**src/rtl/core/sseq_pkg.sv**
```systemverilog
`timescale 1ns / 1ps
`default_nettype none
// ----------------------------------------------------------------------------
// sseq_pkg
// Shared types, constants and helpers of the step sequencer grid.
// ----------------------------------------------------------------------------
package sseq_pkg;

	localparam int SSEQ_ROWS    = 4;
	localparam int SSEQ_COLUMNS = 8;
	localparam int SSEQ_CELL_W  = 2;

	localparam int APB_AW = 5;
	localparam int APB_DW = 32;

	// register indexes (paddr[4:2])
	localparam logic [2:0] REG_BASE_NOTE    = 3'd0;
	localparam logic [2:0] REG_NOTE_VEL     = 3'd1;
	localparam logic [2:0] REG_ROW_INTERVAL = 3'd2;
	localparam logic [2:0] REG_COLOUR_ONE   = 3'd3;
	localparam logic [2:0] REG_COLOUR_TWO   = 3'd4;
	localparam logic [2:0] REG_COLOUR_THREE = 3'd5;

	localparam logic [6:0]  RST_BASE_NOTE    = 7'd32;
	localparam logic [6:0]  RST_NOTE_VEL     = 7'd100;
	localparam logic [1:0]  RST_ROW_INTERVAL = 2'd3;
	localparam logic [23:0] RST_COLOUR_ONE   = 24'hFF0000;
	localparam logic [23:0] RST_COLOUR_TWO   = 24'h00FF00;
	localparam logic [23:0] RST_COLOUR_THREE = 24'h0000FF;

	// event_type codes
	localparam logic [1:0] EVT_PIXEL = 2'd0;
	localparam logic [1:0] EVT_NOTE  = 2'd1;
	localparam logic [1:0] EVT_CC    = 2'd2;
	localparam logic [1:0] EVT_FLUSH = 2'd3;

	localparam logic [23:0] WHITE         = 24'hFFFFFF;
	localparam logic [6:0]  ALL_NOTES_OFF = 7'd123;
	localparam logic [6:0]  NOTE_MAX      = 7'd127;

	typedef struct packed {
		logic [6:0]  base_note;
		logic [6:0]  note_velocity;
		logic [1:0]  row_interval;
		logic [23:0] colour_one;
		logic [23:0] colour_two;
		logic [23:0] colour_three;
	} cfg_t;

	typedef enum logic [1:0] {
		RD_KEY,
		RD_PREV,
		RD_CUR,
		RD_PREV_NEXT
	} rd_sel_t;

	typedef enum logic [2:0] {
		EV_KEY_PIXEL,
		EV_CC,
		EV_PREV_PIXEL,
		EV_CUR_PIXEL,
		EV_NOTE,
		EV_FLUSH
	} emit_t;

	typedef struct packed {
		logic    load_key;
		logic    step_adv;
		logic    row_clr;
		logic    row_inc;
		logic    rd_en;
		rd_sel_t rd_sel;
		logic    wr_en;
		logic    emit;
		emit_t   ev;
	} cmd_t;

	typedef struct packed {
		logic key_ok;
		logic cell_nz;
		logic last_row;
	} stat_t;

	typedef enum logic [2:0] {
		ST_IDLE,
		ST_KEY_RD,
		ST_KEY_WR,
		ST_TICK_CC,
		ST_ROW_PREV,
		ST_ROW_CUR,
		ST_ROW_NOTE,
		ST_FLUSH
	} state_t;

	function automatic logic [23:0] cell_colour(input cfg_t c, input logic [1:0] v);
		logic [23:0] col;
		case (v)
			2'd1:    col = c.colour_one;
			2'd2:    col = c.colour_two;
			2'd3:    col = c.colour_three;
			default: col = '0;
		endcase
		return col;
	endfunction

endpackage
`default_nettype wire

```
**src/rtl/core/sseq_ram.sv**
```systemverilog
`timescale 1ns / 1ps
`default_nettype none
// ----------------------------------------------------------------------------
// sseq_ram
// Generic single-write, single-read RAM with registered read data.
// ----------------------------------------------------------------------------
module sseq_ram
	import sseq_pkg::*;
#(
	parameter int WIDTH = SSEQ_CELL_W,
	parameter int DEPTH = SSEQ_ROWS * SSEQ_COLUMNS
) (
	input  wire logic                                   clk,
	input  wire logic                                   we,
	input  wire logic [((DEPTH > 1) ? $clog2(DEPTH) : 1)-1:0] waddr,
	input  wire logic [WIDTH-1:0]                       wdata,
	input  wire logic                                   re,
	input  wire logic [((DEPTH > 1) ? $clog2(DEPTH) : 1)-1:0] raddr,
	output logic      [WIDTH-1:0]                       rdata
);

	logic [WIDTH-1:0] mem_q [DEPTH];
	logic [WIDTH-1:0] rdata_q;

	always_ff @(posedge clk) begin
		if (we) begin
			mem_q[waddr] <= wdata;
		end
		if (re) begin
			rdata_q <= mem_q[raddr];
		end
	end

	assign rdata = rdata_q;

endmodule
`default_nettype wire

```
**src/rtl/core/sseq_regs.sv**
```systemverilog
`timescale 1ns / 1ps
`default_nettype none
// ----------------------------------------------------------------------------
// sseq_regs
// APB-style configuration registers: note base, velocity, row interval and
// the three cell colours.
// ----------------------------------------------------------------------------
module sseq_regs
	import sseq_pkg::*;
(
	input  wire logic              clk,
	input  wire logic              arst_n,
	input  wire logic              psel,
	input  wire logic              penable,
	input  wire logic              pwrite,
	input  wire logic [APB_AW-1:0] paddr,
	input  wire logic [APB_DW-1:0] pwdata,
	output logic      [APB_DW-1:0] prdata,
	output cfg_t                   cfg
);

	cfg_t       cfg_q;
	logic       wr_en;
	logic [2:0] idx;

	assign idx   = paddr[4:2];
	assign wr_en = psel && penable && pwrite;

	always_ff @(posedge clk or negedge arst_n) begin
		if (!arst_n) begin
			cfg_q.base_note     <= RST_BASE_NOTE;
			cfg_q.note_velocity <= RST_NOTE_VEL;
			cfg_q.row_interval  <= RST_ROW_INTERVAL;
			cfg_q.colour_one    <= RST_COLOUR_ONE;
			cfg_q.colour_two    <= RST_COLOUR_TWO;
			cfg_q.colour_three  <= RST_COLOUR_THREE;
		end else if (wr_en) begin
			unique case (idx)
				REG_BASE_NOTE:    cfg_q.base_note     <= pwdata[6:0];
				REG_NOTE_VEL:     cfg_q.note_velocity <= pwdata[6:0];
				REG_ROW_INTERVAL: cfg_q.row_interval  <= pwdata[1:0];
				REG_COLOUR_ONE:   cfg_q.colour_one    <= pwdata[23:0];
				REG_COLOUR_TWO:   cfg_q.colour_two    <= pwdata[23:0];
				REG_COLOUR_THREE: cfg_q.colour_three  <= pwdata[23:0];
				default: ;
			endcase
		end
	end

	always_comb begin
		unique case (idx)
			REG_BASE_NOTE:    prdata = APB_DW'(cfg_q.base_note);
			REG_NOTE_VEL:     prdata = APB_DW'(cfg_q.note_velocity);
			REG_ROW_INTERVAL: prdata = APB_DW'(cfg_q.row_interval);
			REG_COLOUR_ONE:   prdata = APB_DW'(cfg_q.colour_one);
			REG_COLOUR_TWO:   prdata = APB_DW'(cfg_q.colour_two);
			REG_COLOUR_THREE: prdata = APB_DW'(cfg_q.colour_three);
			default:          prdata = '0;
		endcase
	end

	assign cfg = cfg_q;

endmodule
`default_nettype wire

```
**src/rtl/core/sseq_ctrl.sv**
```systemverilog
`timescale 1ns / 1ps
`default_nettype none
// ----------------------------------------------------------------------------
// sseq_ctrl
// Sequencer state machine: walks a key press or a tick through its reads,
// writes and result words, one word per cycle during a tick.
// ----------------------------------------------------------------------------
module sseq_ctrl
	import sseq_pkg::*;
(
	input  wire logic clk,
	input  wire logic arst_n,
	input  wire logic start,
	input  wire logic kind,
	input  stat_t     stat,
	output logic      busy,
	output cmd_t      cmd
);

	state_t state_q, state_d;

	always_ff @(posedge clk or negedge arst_n) begin
		if (!arst_n) begin
			state_q <= ST_IDLE;
		end else begin
			state_q <= state_d;
		end
	end

	always_comb begin
		state_d    = state_q;
		cmd        = '0;
		cmd.rd_sel = RD_KEY;
		cmd.ev     = EV_KEY_PIXEL;
		unique case (state_q)
			ST_IDLE: begin
				if (start) begin
					cmd.load_key = 1'b1;
					if (kind) begin
						cmd.step_adv = 1'b1;
						cmd.row_clr  = 1'b1;
						state_d      = ST_TICK_CC;
					end else if (stat.key_ok) begin
						state_d = ST_KEY_RD;
					end
				end
			end
			ST_KEY_RD: begin
				cmd.rd_en  = 1'b1;
				cmd.rd_sel = RD_KEY;
				state_d    = ST_KEY_WR;
			end
			ST_KEY_WR: begin
				cmd.wr_en = 1'b1;
				cmd.emit  = 1'b1;
				cmd.ev    = EV_KEY_PIXEL;
				state_d   = ST_IDLE;
			end
			ST_TICK_CC: begin
				cmd.emit   = 1'b1;
				cmd.ev     = EV_CC;
				cmd.rd_en  = 1'b1;
				cmd.rd_sel = RD_PREV;
				state_d    = ST_ROW_PREV;
			end
			ST_ROW_PREV: begin
				cmd.emit   = 1'b1;
				cmd.ev     = EV_PREV_PIXEL;
				cmd.rd_en  = 1'b1;
				cmd.rd_sel = RD_CUR;
				state_d    = ST_ROW_CUR;
			end
			ST_ROW_CUR: begin
				cmd.emit = 1'b1;
				cmd.ev   = EV_CUR_PIXEL;
				if (stat.cell_nz) begin
					state_d = ST_ROW_NOTE;
				end else if (stat.last_row) begin
					state_d = ST_FLUSH;
				end else begin
					cmd.rd_en   = 1'b1;
					cmd.rd_sel  = RD_PREV_NEXT;
					cmd.row_inc = 1'b1;
					state_d     = ST_ROW_PREV;
				end
			end
			ST_ROW_NOTE: begin
				cmd.emit = 1'b1;
				cmd.ev   = EV_NOTE;
				if (stat.last_row) begin
					state_d = ST_FLUSH;
				end else begin
					cmd.rd_en   = 1'b1;
					cmd.rd_sel  = RD_PREV_NEXT;
					cmd.row_inc = 1'b1;
					state_d     = ST_ROW_PREV;
				end
			end
			ST_FLUSH: begin
				cmd.emit = 1'b1;
				cmd.ev   = EV_FLUSH;
				state_d  = ST_IDLE;
			end
			default: begin
				state_d = ST_IDLE;
			end
		endcase
	end

	assign busy = (state_q != ST_IDLE);

endmodule
`default_nettype wire

```
**src/rtl/core/sseq_datapath.sv**
```systemverilog
`timescale 1ns / 1ps
`default_nettype none
// ----------------------------------------------------------------------------
// sseq_datapath
// Pattern store with reset-valid bits, step and row counters, note math and
// the registered result word.
// ----------------------------------------------------------------------------
module sseq_datapath
	import sseq_pkg::*;
#(
	parameter int ROWS    = SSEQ_ROWS,
	parameter int COLUMNS = SSEQ_COLUMNS
) (
	input  wire logic        clk,
	input  wire logic        arst_n,
	input  cfg_t             cfg,
	input  cmd_t             cmd,
	input  wire logic [4:0]  key_index,
	output stat_t            stat,
	output logic             result_valid,
	output logic      [1:0]  event_type,
	output logic      [4:0]  pixel_index,
	output logic      [23:0] pixel_colour,
	output logic      [6:0]  note_number,
	output logic      [6:0]  note_value,
	output logic             last_of_run
);

	localparam int CELLS = ROWS * COLUMNS;
	localparam int AW    = (CELLS > 1) ? $clog2(CELLS) : 1;
	localparam int RW    = (ROWS > 1) ? $clog2(ROWS) : 1;
	localparam int SW    = $clog2(COLUMNS);

	logic [4:0]             key_q;
	logic [SW-1:0]          step_q;
	logic [RW-1:0]          row_q;
	logic [RW-1:0]          row_nx;
	logic [SW-1:0]          prev_col;
	logic [CELLS-1:0]       valid_q;
	logic                   rd_valid_s1;
	logic [AW-1:0]          rd_addr;
	logic [AW-1:0]          wr_addr;
	logic [AW-1:0]          prev_addr;
	logic [AW-1:0]          cur_addr;
	logic [SSEQ_CELL_W-1:0] ram_rdata;
	logic [SSEQ_CELL_W-1:0] cell_val;
	logic [SSEQ_CELL_W-1:0] cell_nx;
	logic [4:0]             row_off;
	logic [7:0]             note_sum;
	logic [6:0]             note_sat;

	logic                   result_valid_q;
	logic [1:0]             ev_type_q;
	logic [4:0]             pix_q;
	logic [23:0]            col_q;
	logic [6:0]             num_q;
	logic [6:0]             val_q;
	logic                   last_q;
	logic [1:0]             ev_type_d;
	logic [4:0]             pix_d;
	logic [23:0]            col_d;
	logic [6:0]             num_d;
	logic [6:0]             val_d;
	logic                   last_d;

	function automatic logic [AW-1:0] cell_addr(input logic [RW-1:0] r,
		input logic [SW-1:0] c);
		return AW'(int'(r) * COLUMNS + int'(c));
	endfunction

	assign row_nx    = row_q + 1'b1;
	assign prev_col  = (step_q == '0) ? SW'(COLUMNS - 1) : step_q - 1'b1;
	assign prev_addr = cell_addr(row_q, prev_col);
	assign cur_addr  = cell_addr(row_q, step_q);
	assign wr_addr   = AW'(key_q);

	always_comb begin
		unique case (cmd.rd_sel)
			RD_KEY:       rd_addr = AW'(key_q);
			RD_PREV:      rd_addr = prev_addr;
			RD_CUR:       rd_addr = cur_addr;
			RD_PREV_NEXT: rd_addr = cell_addr(row_nx, prev_col);
			default:      rd_addr = AW'(key_q);
		endcase
	end

	sseq_ram #(
		.WIDTH(SSEQ_CELL_W),
		.DEPTH(CELLS)
	) u_ram (
		.clk  (clk),
		.we   (cmd.wr_en),
		.waddr(wr_addr),
		.wdata(cell_nx),
		.re   (cmd.rd_en),
		.raddr(rd_addr),
		.rdata(ram_rdata)
	);

	// a cell never written since reset reads as zero
	always_ff @(posedge clk or negedge arst_n) begin
		if (!arst_n) begin
			valid_q     <= '0;
			rd_valid_s1 <= 1'b0;
		end else begin
			if (cmd.wr_en) begin
				valid_q[wr_addr] <= 1'b1;
			end
			if (cmd.rd_en) begin
				rd_valid_s1 <= valid_q[rd_addr];
			end
		end
	end

	assign cell_val = rd_valid_s1 ? ram_rdata : '0;
	assign cell_nx  = cell_val + 1'b1;

	always_ff @(posedge clk or negedge arst_n) begin
		if (!arst_n) begin
			step_q <= '0;
			row_q  <= '0;
		end else begin
			if (cmd.step_adv) begin
				step_q <= (step_q == SW'(COLUMNS - 1)) ? '0 : step_q + 1'b1;
			end
			if (cmd.row_clr) begin
				row_q <= '0;
			end else if (cmd.row_inc) begin
				row_q <= row_nx;
			end
		end
	end

	always_ff @(posedge clk) begin
		if (cmd.load_key) begin
			key_q <= key_index;
		end
	end

	assign stat.key_ok   = (int'(key_index) < CELLS);
	assign stat.cell_nz  = (cell_val != '0);
	assign stat.last_row = (row_q == RW'(ROWS - 1));

	// saturate the note at the top of the range
	assign row_off  = 5'(row_q) * 5'(cfg.row_interval);
	assign note_sum = 8'(cfg.base_note) + 8'(cell_val) + 8'(row_off);
	assign note_sat = note_sum[7] ? NOTE_MAX : note_sum[6:0];

	always_comb begin
		ev_type_d = EVT_PIXEL;
		pix_d     = '0;
		col_d     = '0;
		num_d     = '0;
		val_d     = '0;
		last_d    = 1'b0;
		case (cmd.ev)
			EV_KEY_PIXEL: begin
				pix_d  = key_q;
				col_d  = cell_colour(cfg, cell_nx);
				last_d = 1'b1;
			end
			EV_CC: begin
				ev_type_d = EVT_CC;
				num_d     = ALL_NOTES_OFF;
				val_d     = ALL_NOTES_OFF;
			end
			EV_PREV_PIXEL: begin
				pix_d = 5'(prev_addr);
				col_d = cell_colour(cfg, cell_val);
			end
			EV_CUR_PIXEL: begin
				pix_d = 5'(cur_addr);
				col_d = WHITE - cell_colour(cfg, cell_val);
			end
			EV_NOTE: begin
				ev_type_d = EVT_NOTE;
				num_d     = note_sat;
				val_d     = cfg.note_velocity;
			end
			EV_FLUSH: begin
				ev_type_d = EVT_FLUSH;
				last_d    = 1'b1;
			end
			default: ;
		endcase
	end

	always_ff @(posedge clk or negedge arst_n) begin
		if (!arst_n) begin
			result_valid_q <= 1'b0;
			last_q         <= 1'b0;
		end else begin
			result_valid_q <= cmd.emit;
			if (cmd.emit) begin
				last_q <= last_d;
			end
		end
	end

	always_ff @(posedge clk) begin
		if (cmd.emit) begin
			ev_type_q <= ev_type_d;
			pix_q     <= pix_d;
			col_q     <= col_d;
			num_q     <= num_d;
			val_q     <= val_d;
		end
	end

	assign result_valid = result_valid_q;
	assign event_type   = ev_type_q;
	assign pixel_index  = pix_q;
	assign pixel_colour = col_q;
	assign note_number  = num_q;
	assign note_value   = val_q;
	assign last_of_run  = last_q;

endmodule
`default_nettype wire

```
**src/rtl/core/step_sequencer_grid.sv**
```systemverilog
// A key press (kind 0) is taken when start is high and busy is low; busy then
// stays high through ST_KEY_RD and ST_KEY_WR, and its single pixel word is
// registered from ST_KEY_WR. A key_index outside the grid is taken and
// dropped, with no word and no busy cycle. A tick (kind 1) keeps busy high
// through ST_TICK_CC, ST_ROW_PREV and ST_ROW_CUR per row (plus ST_ROW_NOTE
// on a set cell) and ST_FLUSH, and emits one word per cycle; the flush word
// (last_of_run) shows as busy falls. The pattern memory's single read port
// needs one read per row for the previous column and one for the current
// one. Words show on the result ports for exactly one cycle, marked by
// result_valid; the receiver cannot stall them. The pattern store reads as
// all zero right after reset, with no clearing pass. Write configuration
// registers only while busy is low and no word is still pending.
`timescale 1ns / 1ps
`default_nettype none
// ----------------------------------------------------------------------------
// step_sequencer_grid
// Grid step sequencer: key presses edit cells, ticks play one column.
// ----------------------------------------------------------------------------
module step_sequencer_grid
	import sseq_pkg::*;
#(
	parameter int ROWS    = SSEQ_ROWS,
	parameter int COLUMNS = SSEQ_COLUMNS
) (
	input  wire logic              clk,
	input  wire logic              arst_n,
	input  wire logic              psel,
	input  wire logic              penable,
	input  wire logic              pwrite,
	input  wire logic [APB_AW-1:0] paddr,
	input  wire logic [APB_DW-1:0] pwdata,
	output logic      [APB_DW-1:0] prdata,
	output logic                   pready,
	input  wire logic              start,
	output logic                   busy,
	input  wire logic              kind,
	input  wire logic [4:0]        key_index,
	output logic                   result_valid,
	output logic      [1:0]        event_type,
	output logic      [4:0]        pixel_index,
	output logic      [23:0]       pixel_colour,
	output logic      [6:0]        note_number,
	output logic      [6:0]        note_value,
	output logic                   last_of_run
);

	cfg_t  cfg;
	cmd_t  cmd;
	stat_t stat;

	assign pready = 1'b1;

	sseq_regs u_regs (
		.clk    (clk),
		.arst_n (arst_n),
		.psel   (psel),
		.penable(penable),
		.pwrite (pwrite),
		.paddr  (paddr),
		.pwdata (pwdata),
		.prdata (prdata),
		.cfg    (cfg)
	);

	sseq_ctrl u_ctrl (
		.clk   (clk),
		.arst_n(arst_n),
		.start (start),
		.kind  (kind),
		.stat  (stat),
		.busy  (busy),
		.cmd   (cmd)
	);

	sseq_datapath #(
		.ROWS   (ROWS),
		.COLUMNS(COLUMNS)
	) u_datapath (
		.clk         (clk),
		.arst_n      (arst_n),
		.cfg         (cfg),
		.cmd         (cmd),
		.key_index   (key_index),
		.stat        (stat),
		.result_valid(result_valid),
		.event_type  (event_type),
		.pixel_index (pixel_index),
		.pixel_colour(pixel_colour),
		.note_number (note_number),
		.note_value  (note_value),
		.last_of_run (last_of_run)
	);

endmodule
`default_nettype wire

```
**config.mk**
```make
export PLATFORM = sky130hd
export DESIGN_NAME = step_sequencer_grid
export DESIGN_NICKNAME = d
export VERILOG_FILES = /design/src/rtl/core/sseq_pkg.sv /design/src/rtl/core/sseq_ram.sv /design/src/rtl/core/sseq_regs.sv /design/src/rtl/core/sseq_ctrl.sv /design/src/rtl/core/sseq_datapath.sv /design/src/rtl/core/step_sequencer_grid.sv
export SDC_FILE = /design/constraint.sdc
export NUM_CORES = 1
export LEC_CHECK = 0
export BUFFER_PORTS_ARGS = -buffer_cell sky130_fd_sc_hd__buf_4
export CORE_MARGIN = 2
export CORE_UTILIZATION = 28
export CTS_CLUSTER_SIZE = 12
export DETAILED_ROUTE_END_ITERATION = 8
export GPL_TIMING_DRIVEN = 0
export HOLD_SLACK_MARGIN = 0.1
export MAX_ROUTING_LAYER = met4
export SETUP_SLACK_MARGIN = 0.2
export SLEW_MARGIN = 30
export SYNTH_ARGS = -nofsm -noshare
export SYNTH_HDL_FRONTEND = slang
export SYNTH_SLANG_ARGS = --single-unit
```
**constraint.sdc**
```tcl
create_clock -name clk -period 7.9 [get_ports clk]
set_input_delay 1.975 -clock clk [delete_from_list [all_inputs] [get_ports clk]]
set_output_delay 1.975 -clock clk [all_outputs]
set_load 0.005 [all_outputs]
```
==> metrics.csv <==
stage,metric,value,unit
clock_network,cts_root_buf,clkbuf_16,
setup_path,cp.required,5930,ps
timing,rsz0062_at_grt,false,
clock_network,cts_setup_buffers,0,
yosys,syn-cell-area,12200,µm²
placement,dp_hpwl,24.4,mm
clock_network,ctsHoldBuffers,0,
yosys,ys_ff_latch,247,
power_and_ir_drop,power.leakage,5.96,nW
timing,max-slew-margin-rel,33.3,%
routing,drt-pass1-iter-count,7,
power_and_ir_drop,ir_drop,210,µV
yosys,ys_seq_area_share,55.6,%
power_and_ir_drop,powerDensity,389,nW/µm²
setup_path,cpLargestDelayFamily,buffers and inverters,
floorplan,coreArea,43100,µm²
floorplan,die_x,213,µm
clock_network,clock_sinks,247,
placement,port_buffers,108,
yosys,yosys_warnings,0,
setup_path,max_stage_delay,740,ps
cells_and_area,fin_util,34.3,%
global_routing,antenna_found_initial,1,
floorplan,rows,76,
timing,tns,0,ps
timing,worst_slew_pin_slew,1000,ps
yosys,synth-main-ff-cell,edfxtp_1,
placement,detailedPlace.worstSlack,1330,ps
global_routing,grt_util_met3,2.72,%
cells_and_area,final_net_count,1240,
global_routing,overflow,0,
global_routing,grt_max_degree,74,
timing,fin_ws,1230,ps
setup_path,path_buf_inv,5,
timing,min_period,6670,ps
clock_network,cts_resized,0,
setup_path,rrSetupSlack,3460,ps
clock_network,htreeDepth,1,
yosys,synth_cells,1022,
routing,postRouteWirelength,35.3,mm
yosys,async_flop_share,53.0,%
routing,post-route-drc-count,0,
clock_network,cts.clk_slew.worst_paths,50,ps
setup_path,start_kind,input port,
yosys,syn_avg_cell_area,12.0,µm²
timing,setup_viol,0,
timing,timing.final.max_slew_violations,0,
setup_path,path_class,input port to primary output,
power_and_ir_drop,p_total,5.75,mW
cells_and_area,drive_gt1_share,29.7,%
setup_path,cp-end-kind,primary output,
routing,drt_iter0_drc,1178,
global_routing,grt_pass1_vias,9128,
global_routing,met1_usage,21.0,%
setup_path,crit_chain,clkbuf_1 -> clkbuf_1 -> inv_1 -> nor2_1 -> clkbuf_1 -> nand2_1 -> o21ai_0 -> buf_4,
placement,gp_congestion,0.846,
routing,route.vias.total,8953,
floorplan,die_h,213,µm
cells_and_area,area_growth,20.7,%
global_routing,grt_usage,16.1,%
timing,fin_skew,28.9,ps
setup_path,cpMostUsedCell,clkbuf_1,
setup_path,critical_path.max_fanout,10,
setup_path,slowest_stage,nor2_1,
routing,postRouteAntennaNets,0,
outcome,status,completed,
yosys,yosysTopAreaCellShare,28.5,%
yosys,yosys-top-cells-area,"edfxtp_1 (28%), dfrtp_1 (21%), mux2_2 (9.0%)",
floorplan,ioPinCount,130,
floorplan,die-area,45400,µm²
yosys,synth_edf_count,116,
cells_and_area,n_fill_cell,4254,
timing,fmax,150,MHz
routing,wl_per_cell,19.9,µm
clock_network,insertion_delay,560,ps
timing,finalHoldViolations,0,
cells_and_area,final_cell_mix,"buf_4 (117), edfxtp_1 (116), dfrtp_1 (101), mux2_2 (98), nand2_1 (91)",
clock_network,cts_made_buffers,28,
run,drv_cap,0,
floorplan,start_util,28.4,%
hold_path,hold_path.class,register to register,
global_routing,grt_pass1_wl,54.6,mm
global_routing,grt_util_met2,25.7,%
yosys,yosysTopAreaCell,edfxtp_1,
setup_path,arrival,4700,ps
global_routing,grt_most_used_layer,met2,
clock_network,cts_tree,done,
timing,timing.final.crit_share,84.5,%
yosys,synth_cell_type_count,67,
timing,hold-worst-slack,466,ps
cells_and_area,final_common_cell,buf_4,
clock_network,clockBufferDepth,3,
routing,viasPerCell,5.04,
metrics by stage:
stage | cell area [µm²] | cells
2_1_floorplan | 12300 | 1029
3_3_place_gp | 13800 | 1722
3_5_place_dp | 13900 | 1723
4_1_cts | 14800 | 1775
5_1_grt | 14800 | 1776
6_report | 14800 | 1776
power by group:
part	internal, mW	leakage, nW	switching, mW	total [mW]
Clock	0.745	0.440	0.523	1.27
Combinational	0.991	2.79	1.47	2.46
Sequential	1.80	2.73	0.213	2.02
final cells by class:
type | count | area (µm²) | area share [%]
diodes | 1 | 2.50 | 0.0169
plain buffers | 76 | 364 | 2.46
clock buffers | 43 | 818 | 5.54
clock inverters | 9 | 80.1 | 0.542
inverters | 24 | 90.1 | 0.610
multi-input cells | 682 | 5040 | 34.1
flip-flops and latches | 247 | 6800 | 46.0
well taps | 585 | 732 | 4.95
repair buffers | 109 | 846 | 5.72
synth_stat cells (6+ instances only):
cell type	number
nand3_1	14
or2_2	34
nor3_1	9
o21ai_0	32
dfrtp_1	101
buf_4	10
nor2b_1	9
or3_1	6
a21oi_1	34
nand2_1	92
a222oi_1	48
clkbuf_1	48
edfxtp_1	116
o22ai_1	35
mux2_2	98
a311oi_1	6
xnor2_1	26
mux2i_1	48
dfstp_2	30
buf_2	8
inv_1	24
nor2_1	74
nand2b_1	8
and2_1	6
and3_1	8
ha_1	20
worst reg2reg max path: stages (launching register included):
cell and delay (ps):
dfrtp_1 400, nand2_2 550, ha_2 310, clkbuf_2 260, nand3b_1 180, o211ai_1 350, nor3_1 150, nor3_4 540
buf_2 440, mux2i_1 240, mux2i_1 110, mux2_2 280, o22ai_1 200, a311oi_1 120
cell families after synthesis:
group | share of synthesized area, %
flip-flops | 55.6
other | 0.0614
XOR/XNOR | 2.08
AO/OA/AOI/OAI | 11.2
adder cells (fa/ha/maj) | 2.54
buffers and inverters | 3.71
multiplexers | 13.8
AND/OR/NAND/NOR | 11.0
final timing paths:
path	cells past startpoint	startpoint	to
worst min-delay path	1	u_datapath.valid_q[4]	u_datapath.valid_q[4]
min in group asynchronous	1	arst_n	u_regs.cfg[44]
max in group asynchronous	2	arst_n	u_datapath.valid_q[11]
worst min register to register	1	u_datapath.valid_q[4]	u_datapath.valid_q[4]
worst max-delay path	8	paddr[2]	prdata[18]
worst max register to register	13	u_datapath.rd_valid_s1	u_datapath.u_ram.rdata[0]
sequential cells by signal, indices dropped and copies added, names as in the netlist:
register                 cells
u_datapath.step_q            3
u_datapath.valid_q          32
u_ctrl.state_q               3
u_datapath.u_ram.mem_q      64
u_datapath.row_q             2
u_datapath.key_q             5
u_datapath.pixel_index       5
u_datapath.event_type        2
u_regs.cfg                  88
u_datapath.pixel_colour     24
u_datapath.note_value        7
u_datapath.note_number       7
u_datapath.u_ram.rdata       2
u_datapath.last_of_run       1
u_datapath.result_valid      1
u_datapath.rd_valid_s1       1
routing by layer:
| layer | share of wire, % | routed length [µm] |
|---|---|---|
| met1 | 43 | 15100 |
| met2 | 47 | 16600 |
| met3 | 7.4 | 2620 |
| met4 | 2.7 | 956 |
| met5 | 0 | 0 |
No activity file was read; power rests on OpenSTA's default activity.
